[src/rtl/sepq_pkg.sv]
// shared constants, codes and control structs for the sorted event priority queue
// no dependencies; used by the controller, the datapath and the top level
package sepq_pkg;

    localparam int QUEUE_DEPTH = 32;
    localparam int KEY_BITS    = 32;
    localparam int HANDLE_BITS = 16;

    // action codes
    localparam logic [1:0] ACT_INSERT = 2'd0;
    localparam logic [1:0] ACT_POP    = 2'd1;
    localparam logic [1:0] ACT_QUERY  = 2'd2;
    localparam logic [1:0] ACT_NOP    = 2'd3;

    // status codes
    localparam logic [1:0] ST_OK    = 2'd0;
    localparam logic [1:0] ST_EMPTY = 2'd1;
    localparam logic [1:0] ST_FULL  = 2'd2;

    // controller to datapath
    typedef struct packed {
        logic capture;  // latch the input beat
        logic exec;     // run the queue update or the handle compare
        logic finish;   // load the output register
    } t_cmd;

    // datapath to controller
    typedef struct packed {
        logic out_free; // output register can take a new beat this cycle
    } t_sts;

endpackage

[src/rtl/sepq_ctrl.sv]
// sequencing controller for the sorted event priority queue
// depends on sepq_pkg (t_cmd, t_sts)
module sepq_ctrl (
    input  logic            i_clk,
    input  logic            i_rst_n,
    input  logic            i_valid,
    output logic            o_stall,
    input  sepq_pkg::t_sts  i_sts,
    output sepq_pkg::t_cmd  o_cmd
);

    typedef enum logic [1:0] {
        S_IDLE,
        S_EXEC,
        S_FIN
    } t_state;

    t_state r_state, n_state;
    logic   r_stall, n_stall;

    always_comb begin
        n_state = r_state;
        case (r_state)
            S_IDLE: begin
                if (i_valid) begin
                    n_state = S_EXEC;
                end
            end
            S_EXEC: begin
                n_state = S_FIN;
            end
            S_FIN: begin
                if (i_sts.out_free) begin
                    n_state = S_IDLE;
                end
            end
            default: begin
                n_state = S_IDLE;
            end
        endcase
        n_stall = (n_state != S_IDLE);
    end

    always_ff @(posedge i_clk) begin
        if (!i_rst_n) begin
            r_state <= S_IDLE;
            r_stall <= 1'b0;
        end else begin
            r_state <= n_state;
            r_stall <= n_stall;
        end
    end

    assign o_stall        = r_stall;
    assign o_cmd.capture  = (r_state == S_IDLE) && i_valid;
    assign o_cmd.exec     = (r_state == S_EXEC);
    assign o_cmd.finish   = (r_state == S_FIN) && i_sts.out_free;

    // input is held off exactly while an item is in flight
    a_stall_state: assert property (@(posedge i_clk) disable iff (!i_rst_n)
        o_stall == (r_state != S_IDLE))
        else $error("stall out of step with state");

    // an accepted beat always reaches the execute step next
    a_capture_exec: assert property (@(posedge i_clk) disable iff (!i_rst_n)
        o_cmd.capture |=> o_cmd.exec)
        else $error("captured beat not executed");

    // at most one command per cycle
    a_cmd_onehot: assert property (@(posedge i_clk) disable iff (!i_rst_n)
        $onehot0({o_cmd.capture, o_cmd.exec, o_cmd.finish}))
        else $error("overlapping commands");

endmodule

[config.mk]
export PLATFORM = sky130hd
export DESIGN_NAME = sepq_ctrl
export DESIGN_NICKNAME = d
export VERILOG_FILES = /design/src/rtl/sepq_pkg.sv /design/src/rtl/sepq_ctrl.sv
export SDC_FILE = /design/constraint.sdc
export NUM_CORES = 1
export LEC_CHECK = 0
export BUFFER_PORTS_ARGS = -buffer_cell sky130_fd_sc_hd__buf_2
export CAP_MARGIN = 25
export CORE_AREA = 3 3 40 42
export DETAILED_ROUTE_END_ITERATION = 16
export DIE_AREA = 0 0 43 45
export SLEW_MARGIN = 25
export SYNTH_ARGS = -nofsm -noshare
export SYNTH_HDL_FRONTEND = slang
export SYNTH_SLANG_ARGS = --single-unit
[constraint.sdc]
create_clock -name i_clk -period 2.1 [get_ports i_clk]
set_clock_uncertainty 0.15 [all_clocks]
set_input_delay 0.42 -clock i_clk [delete_from_list [all_inputs] [get_ports i_clk]]
set_output_delay 0.42 -clock i_clk [all_outputs]
set_load 0.05 [all_outputs]
==> results.toml <==
[status]
status = "complete, no violations"

[drt]
wl_met1_um = 178
drtPass1Iterations = 2
drtIter0Drc = 4
dr_total_vias = 117
top_signal_layer_used = "met3"
wl_met2_um = 68
dr_wl_met3_um = 60
vias_per_cell = 3.16
wirelength_um = 306
wl_per_cell_um = 8.27
drc = 0
drtAntennaViolNets = 0

[synthesis]
synth_warnings = 0
ys_seq_elements = 3
ys_types = 7
syn_avg_cell_area_um2 = 11.9
syn_inst = 11
synth_fp_nets = 15
ys_seq_area_frac = 0.457
mappedNetlistArea_um2 = 131

[sta]
final-max-slew-violation-count = 0
max_slew_margin = 0.833
setup_violations = 0
finalCritPeriodShare = 0.821
rsz0062_at_grt = "false"
setup-tns-final_ns = 0
max_freq_mhz = 580
hold_viol = 0
min_period_ns = 1.72
tightestPinTransition_ns = 0.252

[cts]
ctsResizeCount = 0
path_clk_slew_ns = 0.04
cts_setup_buffers = 0
clockRootBuffer = "clkbuf_4"
htreeDepth = 1
clock_latency_ns = 0.23
clock_path_buffers = 2
numCtsBuffers = 3
tritoncts = "yes"
cts_hold_buf = 0
clock_sinks = 3

[run]
maxCapViolCount = 0

[critical_path]
r2r_cells = 2
rrSetupSlack_ns = 1.12
critPathCaptureType = "output port"
max_stage_delay_ns = 0.40
crit_family = "flip-flops"
r2r-start = "r_state[0]"
cp_data_required_time_ns = 1.53
crit_slowest_cell = "dfxtp_1"
worstPathMaxFanout = 5
cp_cell_sequence = "nor2b_1, buf_2"
cp_num_buf_inv = 1
r2r_end = "r_state[1]"
start_kind = "register"
crit_type = "reg2out"
arrival_ns = 1.15

[floorplan]
die_height_um = 45
core.rowCount = 13
die_x_um = 43
core_area_um2 = 1280
start_util = 0.102
die_area_um2 = 1940
ioPinCount = 8

[global_route]
grt-ovfl-total = 0
antenna_found_initial = 0
grt_usage = 0.0491
grt_start_max_net_pins = 6
grt_pass1_wl_um = 627
first_global_vias = 131

[placement]
port_buffers = 7
gp_congestion = 0.613
dpl.hpwl_um = 246

[power_and_ir_drop]
peakVddDrop_mv = 0.415
power.density_nw_per_um2 = 954
leakagePower_nw = 0.103

[worst_hold_path]
min_to = "o_stall"
hp-start = "i_rst_n"
hold_path_class = "in2reg"
holdPathStages = 2

[finish]
postLayoutCoreUtil = 0.165
layout-drive-gt1-share = 0.545
syn2layout_area_growth_pct = 61.0
fin_nets = 27
n_antenna_cell = 0
## per-stage QoR
step                worst slack, ns  std cells  hold WS (ns)  area [um^2]  total power, mW
floorplan                     0.385         11         0.387          131           0.0927
global placement              0.574         33         0.483          185            0.103
detailed placement            0.555         33         0.493          185            0.103
CTS                           0.376         37         0.265          211            0.207
global route                  0.276         37         0.270          211            0.220
finish                        0.376         37         0.273          211            0.202
## layer usage
layer	global-route usage	vias up
met3	0.0598	0
met1	0.0601	46
met5	0	-
li1	-	61
met2	0.0479	10
met4	0.0181	0
## power breakdown
group          switching (mW)  internal [mW]
Clock                  0.0284         0.0711
Combinational          0.0251         0.0121
Sequential            0.00365         0.0613
Total                  0.0571          0.145
## Yosys cell counts
cell | n | area [um^2]
and2_1 | 1 | 6.26
nor2b_1 | 1 | 6.26
o21ba_1 | 1 | 10.0
nor3b_2 | 2 | 25.0
and3b_1 | 1 | 8.76
dfxtp_1 | 3 | 60.1
o21a_1 | 2 | 15.0
## worst register-to-register path, delay by kind of cell (launching register included)
family	cells	cell delay (ns)
AO/OA/AOI/OAI	1	0.15
AND/OR/NAND/NOR	1	0.23
flip-flops	1	0.40
## registers in the layout (all words and copies together), names as in the netlist
| name | flops |
|---|---|
| r_state | 2 |
| o_stall | 1 |
## worst max-delay path by stage
stage | start | to | cells after the start
finish | r_state[0] | o_cmd[1] | 2
floorplan | r_state[0] | o_cmd[1] | 1
global placement | i_valid | o_cmd[2] | 3
detailed placement | i_valid | o_cmd[2] | 3
CTS | r_state[0] | o_cmd[1] | 2
global route | r_state[0] | o_cmd[1] | 2
## cell usage in the layout (no fill, tap or decap), drive strengths merged
master	count
o21a	2
clkbuf	4
nor2b	1
and3b	1
buf	7
dfxtp	3
nor3b	2
o21ba	1
and2	1
## cell type report
type                    instances  area, um^2
well taps                      15        18.8
clock buffers                   4        26.3
multi-input cells               8        71.3
flip-flops and latches          3        60.1
fillers                       148        1070
repair buffers                  7        35.0
## cells by family after synthesis
kind of cell	count (synthesis)	share of synthesized area
AND/OR/NAND/NOR	5	0.352
flip-flops	3	0.457
AO/OA/AOI/OAI	3	0.190
(Power assumes the default switching activity.)
